## config.mk

```make
export PLATFORM = sky130hd
export DESIGN_NAME = ppct_ram
export DESIGN_NICKNAME = d
export VERILOG_FILES = /design/src/rtl/core/ppct_ram.sv
export SDC_FILE = /design/constraint.sdc
export NUM_CORES = 1
export LEC_CHECK = 0
export BUFFER_PORTS_ARGS = -buffer_cell sky130_fd_sc_hd__buf_2
export CAP_MARGIN = 20
export CORE_UTILIZATION = 46
export CTS_BUF_LIST = sky130_fd_sc_hd__clkbuf_8 sky130_fd_sc_hd__clkbuf_16
export CTS_CLUSTER_DIAMETER = 40
export DETAILED_ROUTE_END_ITERATION = 10
export SYNTH_ARGS = -nofsm -noshare
export SYNTH_HDL_FRONTEND = slang
export SYNTH_SLANG_ARGS = --single-unit
```

## constraint.sdc

```tcl
create_clock -name i_clk -period 2.2 [get_ports i_clk]
set_input_delay 0.44 -clock i_clk [delete_from_list [all_inputs] [get_ports i_clk]]
set_output_delay 0.44 -clock i_clk [all_outputs]
set_load 0.01 [all_outputs]
```

## src/rtl/core/ppct_ram.sv

```systemverilog
// ----------------------------------------------------------------------------
// Probe packet counter table RAM
// Simple dual-port RAM, one write and one registered read per cycle.
// ----------------------------------------------------------------------------
`timescale 1ns / 1ps
`default_nettype none

module ppct_ram #(
    parameter int WIDTH = 8,
    parameter int DEPTH = 16
) (
    input  wire                      i_clk,
    input  wire                      i_wr_en,
    input  wire  [$clog2(DEPTH)-1:0] i_wr_addr,
    input  wire  [WIDTH-1:0]         i_wr_data,
    input  wire                      i_rd_en,
    input  wire  [$clog2(DEPTH)-1:0] i_rd_addr,
    output logic [WIDTH-1:0]         o_rd_data
);

    logic [WIDTH-1:0] r_mem [DEPTH];

    always_ff @(posedge i_clk) begin
        if (i_wr_en) begin
            r_mem[i_wr_addr] <= i_wr_data;
        end
        if (i_rd_en) begin
            o_rd_data <= r_mem[i_rd_addr];
        end
    end

endmodule

`default_nettype wire

```

==> results of run 1 <==
-- per-layer routing --
layer  routed length [um]  vias up  part of all wire (%)  track usage [%]
li1                     -     1094                     -                -
met1                 4302     1282                    44            25.45
met2                 4719       75                    49            28.98
met3                  552       10                   5.7            5.425
met4                  109        0                   1.1            6.660
met5                    0        -                     0                0
-- sequential cells by signal, indices dropped and copies added, names as in the netlist --
| signal | flops |
|---|---|
| r_mem | 128 |
| o_rd_data | 8 |
-- kinds of logic (layout without fill, tap and decap cells) --
logic type	after synthesis	in the layout	share of synthesized area, %
and+or+nand+nor	35	35	3.136
buffers and inverters	10	78	1.651
DFF	136	136	78.12
muxes	32	32	14.79
AOI/OAI and AO/OA	16	16	2.298
-- per-stage QoR --
stage / instances / instance area [sq um] / setup slack [ns] / hold slack [ns]
2_1_floorplan: 229 / 5228 / 0.2671 / 0.5389
3_3_place_gp: 409 / 5664 / 0.1734 / 0.7267
3_5_place_dp: 409 / 5664 / 0.1873 / 0.7349
4_1_cts: 437 / 6137 / 0.6027 / 0.4143
5_1_grt: 437 / 6137 / 0.5105 / 0.4210
6_report: 437 / 6137 / 0.5792 / 0.4284
-- critical path, stage by stage --
cell and delay (ns):
buf_2 0.14, buf_12 0.21, mux4_1 0.58, a22oi_1 0.28, nand2_1 0.09
-- layout make-up --
class / instances / area share, %
clock buffer: 17 / 6.932
clock inverter: 11 / 0.7747
multi-input combinational: 83 / 17.23
sequential: 136 / 66.54
tap: 140 / 2.854
timing repair buffer: 50 / 5.668
-- worst max path at each step --
stage	startpoint	endpoint	slack, ns
final	i_rd_addr[0]	o_rd_data[0]	0.58
after global routing	i_rd_addr[0]	o_rd_data[1]	0.51
after CTS	i_rd_addr[0]	o_rd_data[1]	0.60
after detailed placement	i_rd_addr[0]	o_rd_data[0]	0.19
after global placement	i_rd_addr[0]	o_rd_data[1]	0.17
after floorplan	i_wr_addr[2]	r_mem[0][0]	0.27
-- cells in the final DEF, fill, tap and decap left out --
cell type and count:
nand3b_1 2, nor2_1 13, nand2_1 9, inv_1 3, mux4_2 18, nor3_1 4
or3b_2 1, mux4_1 14, and2b_1 1, buf_4 21, nand3_1 1, a22oi_1 16
edfxtp_1 136, buf_12 3, nand2b_1 2, nor2b_1 1, clkbuf_16 17, clkinv_1 3
buf_2 26, clkinv_2 5, and2_1 1
-- power by group --
| group | internal [W] | switching, W |
|---|---|---|
| clock network | 0.00137 | 0.000886 |
| registers | 0.00292 | 0.0000165 |
| logic | 0.000120 | 0.000152 |
==> metrics.csv, run 1 <==
metric,value,unit
Remaining DRCs,0,
RR Endpoint,o_rd_data[4],
Clock Sinks,136,
Max Clock Skew,0.006978,ns
post-synth top area share,78.12,%
layout cells sized above 1,30.64,%
final setup vio count,0,
critical path class,input pin to register,
outcome,finished clean,
TritonRoute pass-1 iters,4,
Pwr per Cell Area,891.2,mW/mm^2
most frequent cell after synthesis,edfxtp_1,
syn nets,248,
IO Count,27,
Worst-path clk slew,0.05,ns
Post-Syn Area,0.005228,sq mm
Pwr Total,0.005470,W
I/O Buffers,26,
drt via density,5.632,
critical path capture point type,register,
cts repair resizes,0,
largest net degree at the start of global routing,33,
cts hold-fix bufs,0,
Layout fillers,823,
crit path time final,1.621,ns
Worst Hold Path Cells,1,
# Post-CTS Setup Buffers,0,
Final Cycle Share,73.67,%
global-route wire length before repair,14.95,mm
"area leader, netlist",edfxtp_1,
Die Y,108.6,um
most common flop cell mapped by yosys,edfxtp_1,
Die ar.,0.01179,sq mm
antenna fix cells,0,
HPWL after DPL,6.321,mm
number of nets in the finished design,307,
worst relative slew slack,73.00,%
Post-Route Setup TNS,0,ns
Mapped Avg Cell Area,22.83,sq um
dominant cells by area after synthesis,"edfxtp_1 78%, mux4_2 7.8%, mux4_1 7.0%",
multi-input combinational cell area,0.001057,sq mm
Post-synth ARST share,0,%
register area,0.004084,sq mm
die width,108.6,um
gpl congestion,0.7240,
Hold Crit Class,input pin to register,
Max Slew Vio Count,0,
mean routed wirelength per cell,22.16,um
Reg2Reg Depth,3,
Crit Path Max Fanout,22,
Max-Cap Viols,0,
CTS tree,built,
DRT iter0 DRCs,126,
worst hold start,i_rd_en,
Via Count,2461,
Peak Freq,617.0,MHz
GRT Residual Overflow,0,
Least-Margin Pin Slew,0.4041,ns
Syn Inst Count,229,
final wirelength,9.684,mm
Initial Util,47.80,%
vias in the first global route,2569,
Pleak,2.100,nW
register area share after synthesis,78.12,%
RR Startpoint,r_mem[9][4],
synthesized flop and latch total,136,
initial antenna violation count,0,
Hold Crit Endpoint,o_rd_data[3],
Core Region,0.01094,sq mm
GRT Total Usage,18.72,%
Reg2Reg Setup Slack,0.69,ns
Critical Path RT,2.34,ns
final hold violations,0,
Worst Path Arrival,1.76,ns
worst-case clock buffer depth,2,
final core utilization,56.12,%
Cell Rows,38,
area grow syn2layout,17.40,%
cts bufs inserted,17,
Synth cell types,18,
clock root cell,clkbuf_16,
Ys Warns,0,
"antenna viol nets, final",0,
commonest cells in the netlist,"136 x edfxtp_1, 18 x mux4_2, 16 x a22oi_1, 14 x mux4_1, 13 x nor2_1",
Max IR drop VDD,0.4810,mV
H-Tree Depth,4,
Worst Setup Start Kind,input pin,
clk_lat worst skew,0.40,ns
unrepaired setup endpoints after global routing,no,
Post-synth EDFFs,136,
Power figures use the tool's default switching activity.
==> inputs of run 2 (changes only) <==
clock period = 1.7 ns   (was 2.2 ns; I/O delays follow)
==> metrics.csv, run 2 (same netlist as run 1, synthesis figures left out) <==
metric,value,unit
Cell Rows,38,
Worst Hold Path Cells,1,
final wirelength,10.45,mm
worst hold start,i_wr_data[4],
Max-Cap Viols,0,
initial antenna violation count,0,
die width,108.6,um
worst relative slew slack,47.22,%
IO Count,27,
worst-case clock buffer depth,2,
GRT Total Usage,19.93,%
CTS tree,built,
Hold Crit Class,input pin to register,
HPWL after DPL,6.550,mm
vias in the first global route,2626,
Clock Sinks,136,
Reg2Reg Depth,3,
number of nets in the finished design,306,
largest net degree at the start of global routing,21,
Worst path slowest cell,mux4_1,
Via Count,2514,
Final WS setup,0.1943,ns
clock root cell,clkbuf_16,
Max IR drop VDD,0.7717,mV
DRT iter0 DRCs,173,
drt via density,5.714,
critical path's largest stage delay,0.57,ns
"leading cell type in the layout, fill and taps excluded",edfxtp_1,
layout cells sized above 1,33.33,%
Peak Freq,664.2,MHz
critical path capture point type,register,
Largest register FFs,128,
gpl congestion,0.7463,
Initial Util,47.80,%
Die Y,108.6,um
clk_lat worst skew,0.41,ns
Die ar.,0.01179,sq mm
Buf/Inv on CP,2,
Worst Path Arrival,1.66,ns
crit-path cells,buf_2 > buf_12 > mux4_1 > a22oi_1 > nand2_1,
outcome,finished clean,
critical path class,input pin to register,
final setup vio count,0,
most flop-heavy register,r_mem,
worst slack at placement,-0.2471,ns
Least-Margin Pin Slew,0.7900,ns
H-Tree Depth,4,
"commonest cells after routing, fill and taps aside","136 x edfxtp_1, 26 x buf_2, 20 x buf_4",
Worst Setup SP,i_rd_addr[0],
Worst Setup Start Kind,input pin,
TritonRoute pass-1 iters,4,
cts hold-fix bufs,0,
Max Clock Skew,0.008441,ns
area grow syn2layout,20.27,%
# Post-CTS Setup Buffers,0,
RR Startpoint,r_mem[11][1],
mean routed wirelength per cell,23.75,um
Largest regs,"r_mem (128), o_rd_data (8)",
global-route wire length before repair,15.78,mm
Crit. path cell count,5,
Max Slew Vio Count,0,
Worst-path clk slew,0.06,ns
unrepaired setup endpoints after global routing,no,
Core Region,0.01094,sq mm
Remaining DRCs,0,
cts bufs inserted,17,
final core utilization,57.49,%
CP top delay family,multiplexers,
final hold violations,0,
Critical Path RT,1.85,ns
Pleak,2.143,nW
crit path time final,1.506,ns
Final Cycle Share,88.57,%
I/O Buffers,26,
Pwr per Cell Area,1270,mW/mm^2
antenna fix cells,0,
Crit Path Max Fanout,20,
GRT Residual Overflow,0,
"antenna viol nets, final",0,
cts repair resizes,0,
[run 2: worst paths after layout]
| check | end | slack [ns] |
|---|---|---|
| worst min-delay path | r_mem[6][4] | 0.31 |
| worst min register to register | o_rd_data[2] | 0.75 |
| worst max-delay path | o_rd_data[1] | 0.19 |
| worst max register to register | o_rd_data[1] | 0.20 |
[run 2: report_power, final]
| group | switching, W | internal, W | total (W) |
|---|---|---|---|
| clock network | 0.00136 | 0.00246 | 0.00382 |
| logic | 0.000209 | 0.000155 | 0.000364 |
| registers | 0.0000198 | 0.00378 | 0.00380 |
| total | 0.00159 | 0.00639 | 0.00798 |
[run 2: cell type report]
type                    count  area [sq um]
multi-input cells          83          1062
repair buffers             49         340.3
fillers                   796          4648
well taps                 140         175.2
clock inverters            15         200.2
clock buffers              17         425.4
flip-flops and latches    136          4084
[run 2: per-layer routing]
metal | vias up | track usage (%) | part of all wire (%)
li1 | 1100 | - | -
met1 | 1296 | 27.09 | 41
met2 | 103 | 30.42 | 48
met3 | 15 | 5.365 | 8.8
met4 | 0 | 8.591 | 1.7
met5 | - | 0 | 0
[run 2: stage by stage]
stage / instances / hold slack, ns / TNS, ns / instance area [sq um] / power [W]
finish: 440 / 0.3120 / 0 / 6287 / 0.007983
global route: 440 / 0.3084 / 0 / 6287 / 0.008206
CTS: 440 / 0.2970 / 0 / 6287 / 0.008043
detailed placement: 408 / 0.7335 / -1.149 / 5662 / 0.004237
global placement: 408 / 0.7231 / -1.158 / 5662 / 0.004226
floorplan: 229 / 0.4389 / 0 / 5233 / 0.004061
