--- src/rtl/core/ppct_pkg.sv ---
// ----------------------------------------------------------------------------
// Probe packet counter table package
// Shared field widths, constants and the controller state type.
// ----------------------------------------------------------------------------
`timescale 1ns / 1ps
`default_nettype none

package ppct_pkg;

    localparam int ID_W   = 63;
    localparam int TOT_W  = 14;
    localparam int CODE_W = 27;
    localparam int WIN_W  = 32;

    localparam logic [TOT_W-1:0] COUNT_MAX   = 14'd9999;
    localparam logic [WIN_W-1:0] STALE_RESET = 32'd20000000;
    localparam int               CODE_SCALE  = 10000;

    typedef enum logic [2:0] {
        ST_CLEAR,
        ST_IDLE,
        ST_HOME,
        ST_CHECK,
        ST_WRITE
    } t_state;

endpackage

`default_nettype wire

--- src/rtl/core/ppct_home.sv ---
// ----------------------------------------------------------------------------
// Probe packet counter table home slot unit
// Reduces a packet ID modulo the table depth: a bit select for a power of
// two, otherwise a fold of the upper ID bits into 32 bits followed by a
// reciprocal multiplication.
// ----------------------------------------------------------------------------
`timescale 1ns / 1ps
`default_nettype none

module ppct_home #(
    parameter int DEPTH = 2048
) (
    input  wire                       i_clk,
    input  wire                       i_rst_n,
    input  wire                       i_start,
    input  wire  [ppct_pkg::ID_W-1:0] i_id,
    output logic                      o_done,
    output logic [$clog2(DEPTH)-1:0]  o_home
);

    localparam int AW = $clog2(DEPTH);

    generate
        if ((DEPTH & (DEPTH - 1)) == 0) begin : g_pow2
            logic          r_done;
            logic [AW-1:0] r_home;

            always_ff @(posedge i_clk) begin
                if (!i_rst_n) begin
                    r_done <= 1'b0;
                end else if (i_start) begin
                    r_done <= 1'b1;
                end
                if (i_start) begin
                    r_home <= i_id[AW-1:0];
                end
            end

            assign o_done = r_done;
            assign o_home = r_home;
        end else begin : g_fold
            localparam int          XW     = ppct_pkg::ID_W;
            localparam int          SH     = 32 + AW;
            localparam logic [63:0] DEP64  = 64'(DEPTH);
            localparam logic [15:0] FOLD_K = 16'((64'd1 << 32) % DEP64);
            localparam logic [33:0] RECIP  = 34'(((64'd1 << SH) + DEP64 - 64'd1) / DEP64);

            logic          r_fold;
            logic          r_rem_step;
            logic          r_done;
            logic [XW-1:0] r_x;
            logic [31:0]   r_q;
            logic [AW-1:0] r_home;
            logic [47:0]   w_fold_prod;
            logic [XW-1:0] w_folded;
            logic [65:0]   w_q_prod;
            logic [31:0]   w_qd;
            logic [31:0]   w_rem;

            // fold bits above 31 back in with 2^32 mod depth
            assign w_fold_prod = 48'(r_x[XW-1:32]) * 48'(FOLD_K);
            assign w_folded    = XW'(w_fold_prod) + XW'(r_x[31:0]);
            assign w_q_prod    = 66'(r_x[31:0]) * 66'(RECIP);
            assign w_qd        = r_q * 32'(DEPTH);
            assign w_rem       = r_x[31:0] - w_qd;

            always_ff @(posedge i_clk) begin
                if (!i_rst_n) begin
                    r_fold     <= 1'b0;
                    r_rem_step <= 1'b0;
                    r_done     <= 1'b0;
                end else if (i_start) begin
                    r_fold     <= 1'b1;
                    r_rem_step <= 1'b0;
                    r_done     <= 1'b0;
                end else if (r_fold) begin
                    if (r_x[XW-1:32] == '0) begin
                        r_fold     <= 1'b0;
                        r_rem_step <= 1'b1;
                    end
                end else if (r_rem_step) begin
                    r_rem_step <= 1'b0;
                    r_done     <= 1'b1;
                end
                if (i_start) begin
                    r_x <= i_id;
                end else if (r_fold && (r_x[XW-1:32] != '0)) begin
                    r_x <= w_folded;
                end
                if (r_fold) begin
                    r_q <= 32'(w_q_prod >> SH);
                end
                if (r_rem_step) begin
                    r_home <= w_rem[AW-1:0];
                end
            end

            assign o_done = r_done;
            assign o_home = r_home;
        end
    endgenerate

endmodule

`default_nettype wire

--- config.mk ---
export PLATFORM = sky130hd
export DESIGN_NAME = ppct_home
export DESIGN_NICKNAME = d
export VERILOG_FILES = /design/src/rtl/core/ppct_pkg.sv /design/src/rtl/core/ppct_home.sv
export SDC_FILE = /design/constraint.sdc
export NUM_CORES = 1
export LEC_CHECK = 0
export ABC_AREA = 0
export CORE_AREA = 2 2 39 41
export CTS_BUF_LIST = sky130_fd_sc_hd__clkbuf_2
export CTS_CLUSTER_SIZE = 16
export DETAILED_ROUTE_END_ITERATION = 6
export DIE_AREA = 0 0 41 43
export DONT_BUFFER_PORTS = 1
export GPL_TIMING_DRIVEN = 0
export PLACE_DENSITY = 0.47
export SLEW_MARGIN = 0
export SYNTH_ARGS = -nofsm -noshare
export SYNTH_HDL_FRONTEND = slang
export SYNTH_SLANG_ARGS = --single-unit
--- constraint.sdc ---
create_clock -name i_clk -period 0.85 [get_ports i_clk]
set_input_delay 0.1275 -clock i_clk [delete_from_list [all_inputs] [get_ports i_clk]]
set_output_delay 0.1275 -clock i_clk [all_outputs]
set_load 0.1 [all_outputs]
==> results of run 1 <==
## power groups by stage
stage               Clock (mW)  Combinational [mW]  Sequential [mW]
global placement             0             0.00252             1.06
CTS                      0.319              0.0592             1.05
global route             0.340              0.0668             1.05
floorplan                    0             0.00242             1.05
finish                   0.305              0.0597             1.05
detailed placement           0             0.00265             1.06
## routing by layer
layer / up-vias / track usage
li1: 84 / -
met1: 84 / 0.0887
met2: 18 / 0.119
met3: 0 / 0.0314
met4: 0 / 0.0800
met5: - / 0
## synth_stat cells (all sizes together)
cell | number | area, sq um
dfxtp | 1 | 20.0
o21a | 1 | 7.51
edfxtp | 11 | 330
## per-stage QoR
stage	hold WS (ns)	instances	TNS, ns
after floorplan	0.226	13	-2.03
after global placement	0.226	29	-2.19
after CTS	0.458	46	-8.32
after global routing	0.465	46	-5.99
final	0.480	46	-5.51
after detailed placement	0.226	29	-2.25
## logic make-up (layout without fill, tap and decap cells)
group / count (synthesis) / count (layout) / synth area share
buf+inv: 0 / 17 / 0
compound gates: 1 / 1 / 0.0210
flops: 12 / 12 / 0.979
## flip-flops by register name, summed over array words and instances, names as in the netlist
register / cells
o_home: 11
o_done: 1
## worst max-delay path by stage
stage                      endpoint  slack, ns  cells past startpoint
after global placement    o_home[6]      -0.20                      0
after detailed placement  o_home[5]      -0.22                      0
after CTS                 o_home[5]      -0.54                      0
final                     o_home[5]      -0.52                      0
after global routing      o_home[3]      -0.57                      0
after floorplan           o_home[0]      -0.18                      0
## layout make-up
cell class	count	share of cell area
Tap cell	16	0.0375
Sequential cell	12	0.663
Timing Repair Buffer	13	0.248
Multi-Input combinational cell	1	0.0141
Clock buffer	4	0.0375
## timing repair
item / CTS / global route
cloned: 0 / 0
endpoints found under the setup margin: 13 / 24
endpoints found under the hold margin: 23 / 0
pin swaps: 0 / 0
hold buffers: 13 / 0
gates resized for setup: 1 / 1
==> flow_summary.yaml, run 1 <==
placement:
  dp_slack_ns: -0.215
  place.port_buffers: 0
  dpl-instance-area_sq_um: 379
  place.gp.congestion: 0.527
worst_setup_path:
  crit_type: "reg -> out"
  worstPathMaxFanout: 1
  worstRegToRegCells: 1
  rr_startpoint: "o_done"
  r2r_setup_slack_ns: 0.08
  startpoint: "o_home[5]"
  crit_arrival_ns: 1.24
  crit_path_start_kind: "flop"
  cp_data_required_time_ns: 0.72
  end_kind: "output pin"
  r2r-end: "o_done"
clock_network:
  htreeDepth: 1
  cts.sink_count: 12
  cts_made_buffers: 3
  path_clk_slew_ns: 0.12
  cts_buffer_depth: 2
  cts_tree: "done"
  clock-root-buffer: "clkbuf_2"
  cts_setup_buffers: 0
  insertion_delay_ns: 0.25
detailed_routing:
  ant_nets: 0
  wl_met3_um: 51
  wl_met2_um: 326
  wl_met1_um: 282
  wl_per_cell_um: 14.3
  drtIter0Drc: 3
  drc_errors: 0
  vias: 186
  drt_wl_total_um: 660
  first_pass_iters: 3
  top_layer: "met3"
  viasPerCell: 4.04
timing:
  drv_slew: 0
  tightest_slew_ns: 0.920
  rsz0062_at_grt: "yes"
  fin_crit_sh: 1.61
  finalSetupViolCount: 12
  min_period_ns: 1.37
  final.setup.worst_slack_ns: -0.519
  finalHoldViolations: 0
  fmax_mhz: 730
  maxSlewHeadroom: 0.388
  fin_skew_ns: 0
final_layout:
  multi_input_area_sq_um: 7.51
  seq_area_sq_um: 354
  finalInstanceArea_sq_um: 534
  area_growth_pct: 49.3
  layout-drive-gt1-share: 0.167
  fin_util: 0.386
  antennaDiodeCount: 0
  final_common_cell: "dlygate4sd3_1"
  nFillCells: 130
  final_cell_mix: "dlygate4sd3_1, edfxtp_1, clkbuf_2"
  finalNetCount: 97
run:
  maxCapViolations: 0
power:
  p_per_area_nw_per_um2: 2640
  p_sw_uw: 547
  power_frac_clock: 0.216
  p_total_mw: 1.41
  p_comb_frac: 0.042
  peakVddDrop_uv: 1040
  sequentialPowerShare: 0.741
  sw_frac_of_total: 0.388
  internal_power_uw: 864
  power_leakage_nw: 0.199
global_route:
  grt_pass1_vias: 201
  grt_usage: 0.0838
  antenna_found_initial: 0
  grt_pass1_wl_um: 876
  grt_max_degree: 13
  grt_overflow: 0
die:
  ios: 78
  fp.dieW_um: 41
  start_util: 0.259
  fp.dieArea_sq_um: 1760
  core_region_area_sq_um: 1380
  die_h_um: 43
  rows: 14
yosys:
  synth_cells: 13
  ys_types: 3
  synth_fp_nets: 79
  synth_seq_cells: 12
  yosysSeqAreaShare: 0.979
  synthesis.area_sq_um: 358
  syn_avg_cell_area_sq_um: 27.5
  yosysWarnings: 0
hold_path:
  min_path_cells: 1
  hold_end: "o_home[7]"
  min_path_type: "in -> reg"
  hp-start: "i_id[7]"
outcome:
  status: "finished, violations left"
  violations: "setup timing"
Note: power is estimated with default switching activity, not from simulation.
==> run 2, diff against run 1 <==
--- a/config.mk
+++ b/config.mk
@@ -6,14 +6,17 @@
 export NUM_CORES = 1
 export LEC_CHECK = 0
 export ABC_AREA = 0
+export CELL_PAD_IN_SITES_DETAIL_PLACEMENT = 1
+export CELL_PAD_IN_SITES_GLOBAL_PLACEMENT = 1
 export CORE_AREA = 2 2 39 41
 export CTS_BUF_LIST = sky130_fd_sc_hd__clkbuf_2
+export CTS_CLUSTER_DIAMETER = 120
 export CTS_CLUSTER_SIZE = 16
 export DETAILED_ROUTE_END_ITERATION = 6
 export DIE_AREA = 0 0 41 43
 export DONT_BUFFER_PORTS = 1
 export GPL_TIMING_DRIVEN = 0
-export PLACE_DENSITY = 0.47
+export PLACE_DENSITY = 0.66
 export SLEW_MARGIN = 0
 export SYNTH_ARGS = -nofsm -noshare
 export SYNTH_HDL_FRONTEND = slang
==> flow_summary.yaml, run 2 (synthesized netlist as in run 1, its figures left out) <==
outcome:
  status: "finished, violations left"
  violations: "setup timing"
worst_setup_path:
  end_kind: "output pin"
  worstPathMaxFanout: 1
  crit_path_start_kind: "flop"
  worstRegToRegCells: 1
  crit_type: "reg -> out"
  crit_cells: 0
  crit_arrival_ns: 1.20
  cp_data_required_time_ns: 0.72
die:
  die_h_um: 43
  ios: 78
  fp.dieArea_sq_um: 1760
  start_util: 0.259
  rows: 14
  fp.dieW_um: 41
  core_region_area_sq_um: 1380
detailed_routing:
  drt_wl_total_um: 574
  wl_per_cell_um: 12.5
  viasPerCell: 3.93
  first_pass_iters: 2
  drtIter0Drc: 2
  ant_nets: 0
  drc_errors: 0
  vias: 181
final_layout:
  finalNetCount: 97
  final_cells: 46
  layout-drive-gt1-share: 0.167
  antennaDiodeCount: 0
  final_common_cell: "dlygate4sd3_1"
  largest_register_ffs: 11
  area_growth_pct: 49.3
  final_cell_mix: "dlygate4sd3_1, edfxtp_1, clkbuf_2"
  finalInstanceArea_sq_um: 534
clock_network:
  insertion_delay_ns: 0.23
  path_clk_slew_ns: 0.10
  cts_made_buffers: 3
  cts_setup_buffers: 0
  clock-root-buffer: "clkbuf_2"
  cts_tree: "done"
  htreeDepth: 1
  cts_buffer_depth: 2
  cts.sink_count: 12
global_route:
  grt_max_degree: 13
  grt_pass1_wl_um: 897
  grt_pass1_vias: 203
  grt_overflow: 0
  antenna_found_initial: 0
  grt_usage: 0.0791
hold_path:
  min_path_cells: 1
  min_path_type: "in -> reg"
timing:
  tightest_slew_ns: 0.899
  drv_slew: 0
  min_period_ns: 1.32
  fin_skew_ns: 0
  final.setup.worst_slack_ns: -0.474
  finalHoldViolations: 0
  fmax_mhz: 755
  setup_tns_ns: -5.20
  whs_ns: 0.505
  maxSlewHeadroom: 0.402
  finalSetupViolCount: 12
  rsz0062_at_grt: "yes"
  fin_crit_sh: 1.56
placement:
  dpl-instance-area_sq_um: 379
  place.port_buffers: 0
  dp.cells: 29
  place.gp.congestion: 0.615
power:
  peakVddDrop_uv: 954
  p_per_area_nw_per_um2: 2590
  power_leakage_nw: 0.199
run:
  maxCapViolations: 0
run 2: layout make-up:
type / instances / area (sq um)
fillers: 152 / 850
flip-flops and latches: 12 / 354
repair buffers: 13 / 133
clock buffers: 4 / 20.0
well taps: 16 / 20.0
multi-input cells: 1 / 7.51
run 2: power breakdown:
group / leakage [nW] / switching (mW) / internal [mW]
combinational: 0.0654 / 0.0179 / 0.0422
clock: 0.0166 / 0.156 / 0.125
sequential: 0.117 / 0.346 / 0.697
total: 0.199 / 0.520 / 0.865
run 2: metal layers:
layer  GRT usage  vias up  wire, um
met4      0.0600        0         0
met1       0.107       81       257
met2      0.0875       14       244
met3      0.0471        0        71
met5           0        -         0
li1            -       86         -
run 2: path summary, 6_finish.rpt:
check | startpoint | endpoint | slack, ns
max | o_home[7] | o_home[7] | -0.47
min | i_id[6] | o_home[6] | 0.51
max reg2reg | o_done | o_done | 0.08
min reg2reg | o_done | o_done | 0.70
run 2: timing repair:
| action | in CTS | in global routing |
|---|---|---|
| hold buffers | 13 | 0 |
| setup endpoints to repair | 13 | 24 |
| resized for setup | 1 | 1 |
| hold endpoints to repair | 23 | 0 |
run 2: stage by stage:
| stage | worst slack [ns] | util | power, mW |
|---|---|---|---|
| floorplan | -0.182 | - | 1.06 |
| finish | -0.474 | 0.386 | 1.38 |
| detailed placement | -0.203 | 0.274 | 1.06 |
| CTS | -0.497 | 0.384 | 1.40 |
| global placement | -0.199 | 0.274 | 1.06 |
| global route | -0.522 | 0.386 | 1.43 |
==> run 3, diff against run 2 <==
--- a/config.mk
+++ b/config.mk
@@ -8,14 +8,15 @@
 export ABC_AREA = 0
 export CELL_PAD_IN_SITES_DETAIL_PLACEMENT = 1
 export CELL_PAD_IN_SITES_GLOBAL_PLACEMENT = 1
-export CORE_AREA = 2 2 39 41
+export CORE_AREA = 3 3 40 42
 export CTS_BUF_LIST = sky130_fd_sc_hd__clkbuf_2
 export CTS_CLUSTER_DIAMETER = 120
 export CTS_CLUSTER_SIZE = 16
 export DETAILED_ROUTE_END_ITERATION = 6
-export DIE_AREA = 0 0 41 43
+export DIE_AREA = 0 0 43 45
 export DONT_BUFFER_PORTS = 1
 export GPL_TIMING_DRIVEN = 0
+export MAX_ROUTING_LAYER = met4
 export PLACE_DENSITY = 0.66
 export SLEW_MARGIN = 0
 export SYNTH_ARGS = -nofsm -noshare
==> flow_summary.yaml, run 3 (synthesized netlist as in run 1, its figures left out) <==
final_layout:
  largest_register_ffs: 11
  area_growth_pct: 48.6
  final_cell_mix: "dlygate4sd3_1, edfxtp_1, clkbuf_2"
  antennaDiodeCount: 0
  final_common_cell: "dlygate4sd3_1"
  finalNetCount: 97
  fin_util: 0.414
  layout-drive-gt1-share: 0.133
timing:
  maxSlewHeadroom: 0.401
  finalSetupViolCount: 12
  min_period_ns: 1.33
  rsz0062_at_grt: "yes"
  final.setup.worst_slack_ns: -0.485
  tightest_slew_ns: 0.901
  finalHoldViolations: 0
  fin_crit_sh: 1.57
  fmax_mhz: 749
  drv_slew: 0
  fin_skew_ns: 0
worst_setup_path:
  crit_arrival_ns: 1.21
  end_kind: "output pin"
  crit_cells: 0
  crit_end: "o_home[6]"
  startpoint: "o_home[6]"
  crit_type: "reg -> out"
  crit_path_start_kind: "flop"
  cp_data_required_time_ns: 0.72
  r2r-end: "o_done"
  r2r_setup_slack_ns: 0.08
  worstPathMaxFanout: 1
  rr_startpoint: "o_done"
  worstRegToRegCells: 1
run:
  maxCapViolations: 0
die:
  core_region_area_sq_um: 1280
  fp.dieW_um: 43
  die_h_um: 45
  rows: 13
  ios: 78
  start_util: 0.278
  fp.dieArea_sq_um: 1940
power:
  peakVddDrop_uv: 1040
  sw_frac_of_total: 0.387
  internal_power_uw: 842
  p_sw_uw: 532
  power_frac_clock: 0.196
  power_leakage_nw: 0.196
  sequentialPowerShare: 0.761
  p_comb_frac: 0.043
  p_per_area_nw_per_um2: 2580
detailed_routing:
  top_layer: "met3"
  drtIter0Drc: 1
  wl_per_cell_um: 13.7
  viasPerCell: 4.16
  drc_errors: 0
  drt_wl_total_um: 617
  vias: 187
  first_pass_iters: 2
  wl_met3_um: 85
  wl_met2_um: 258
  ant_nets: 0
  wl_met1_um: 273
global_route:
  antenna_found_initial: 0
  grt_pass1_vias: 209
  grt_pass1_wl_um: 924
  grt_overflow: 0
  grt_max_degree: 13
  grt_usage: 0.0751
clock_network:
  cts_tree: "done"
  clock-root-buffer: "clkbuf_2"
  cts_buffer_depth: 2
  path_clk_slew_ns: 0.11
  cts_setup_buffers: 0
  htreeDepth: 1
  insertion_delay_ns: 0.24
  cts_made_buffers: 3
  cts.sink_count: 12
outcome:
  violations: "setup timing"
  status: "finished, violations left"
hold_path:
  min_path_type: "in -> reg"
  min_path_cells: 1
placement:
  place.gp.congestion: 0.548
  dp_slack_ns: -0.206
  place.port_buffers: 0
[run 3: cell count changes in the layout (fill, tap and decap cells not counted), sizes merged]
cell,previous run,this run
clkbuf,4,3
clkinv,0,1
[run 3: what timing repair did]
action                                  4_1_cts  5_1_grt
endpoints found under the hold margin        23        0
resized for setup                             1        1
pin swaps                                     0        0
endpoints found under the setup margin       13       24
hold buffers                                 13        0
gates cloned                                  0        0
[run 3: layer usage]
metal / track usage / vias up
li1: - / 85
met1: 0.0761 / 83
met5: - / -
met3: 0.0637 / 0
met2: 0.0928 / 19
met4: 0.0542 / 0
[run 3: worst min path at each step]
stage	start	end	slack, ns
floorplan	i_id[0]	o_home[0]	0.23
global placement	i_id[1]	o_home[1]	0.23
detailed placement	i_id[2]	o_home[2]	0.23
CTS	i_id[1]	o_home[1]	0.47
global route	i_id[1]	o_home[1]	0.46
finish	i_id[3]	o_home[3]	0.50
[run 3: cell type report]
cell class                 count  area, sq um
multi-input combinational      1         7.51
timing repair buffer          13          133
clock inverter                 1         3.75
tap                           15         18.8
sequential                    12          354
fill                         130          753
clock buffer                   3         15.0
[run 3: through the flow]
step	TNS [ns]	hold WS, ns	area (sq um)	power (mW)	instances
after global routing	-6.11	0.461	532	1.44	45
after detailed placement	-2.23	0.226	378	1.06	28
after floorplan	-2.03	0.226	359	1.06	13
after global placement	-2.20	0.226	378	1.06	28
final	-5.34	0.499	532	1.37	45
after CTS	-8.36	0.469	529	1.40	45
[run 3: power groups by stage]
stage | Clock, mW | Sequential, mW | Combinational (mW)
3_3_place_gp | 0 | 1.06 | 0.00248
6_report | 0.269 | 1.05 | 0.0594
2_1_floorplan | 0 | 1.05 | 0.00242
4_1_cts | 0.292 | 1.05 | 0.0595
5_1_grt | 0.328 | 1.05 | 0.0648
3_5_place_dp | 0 | 1.06 | 0.00258
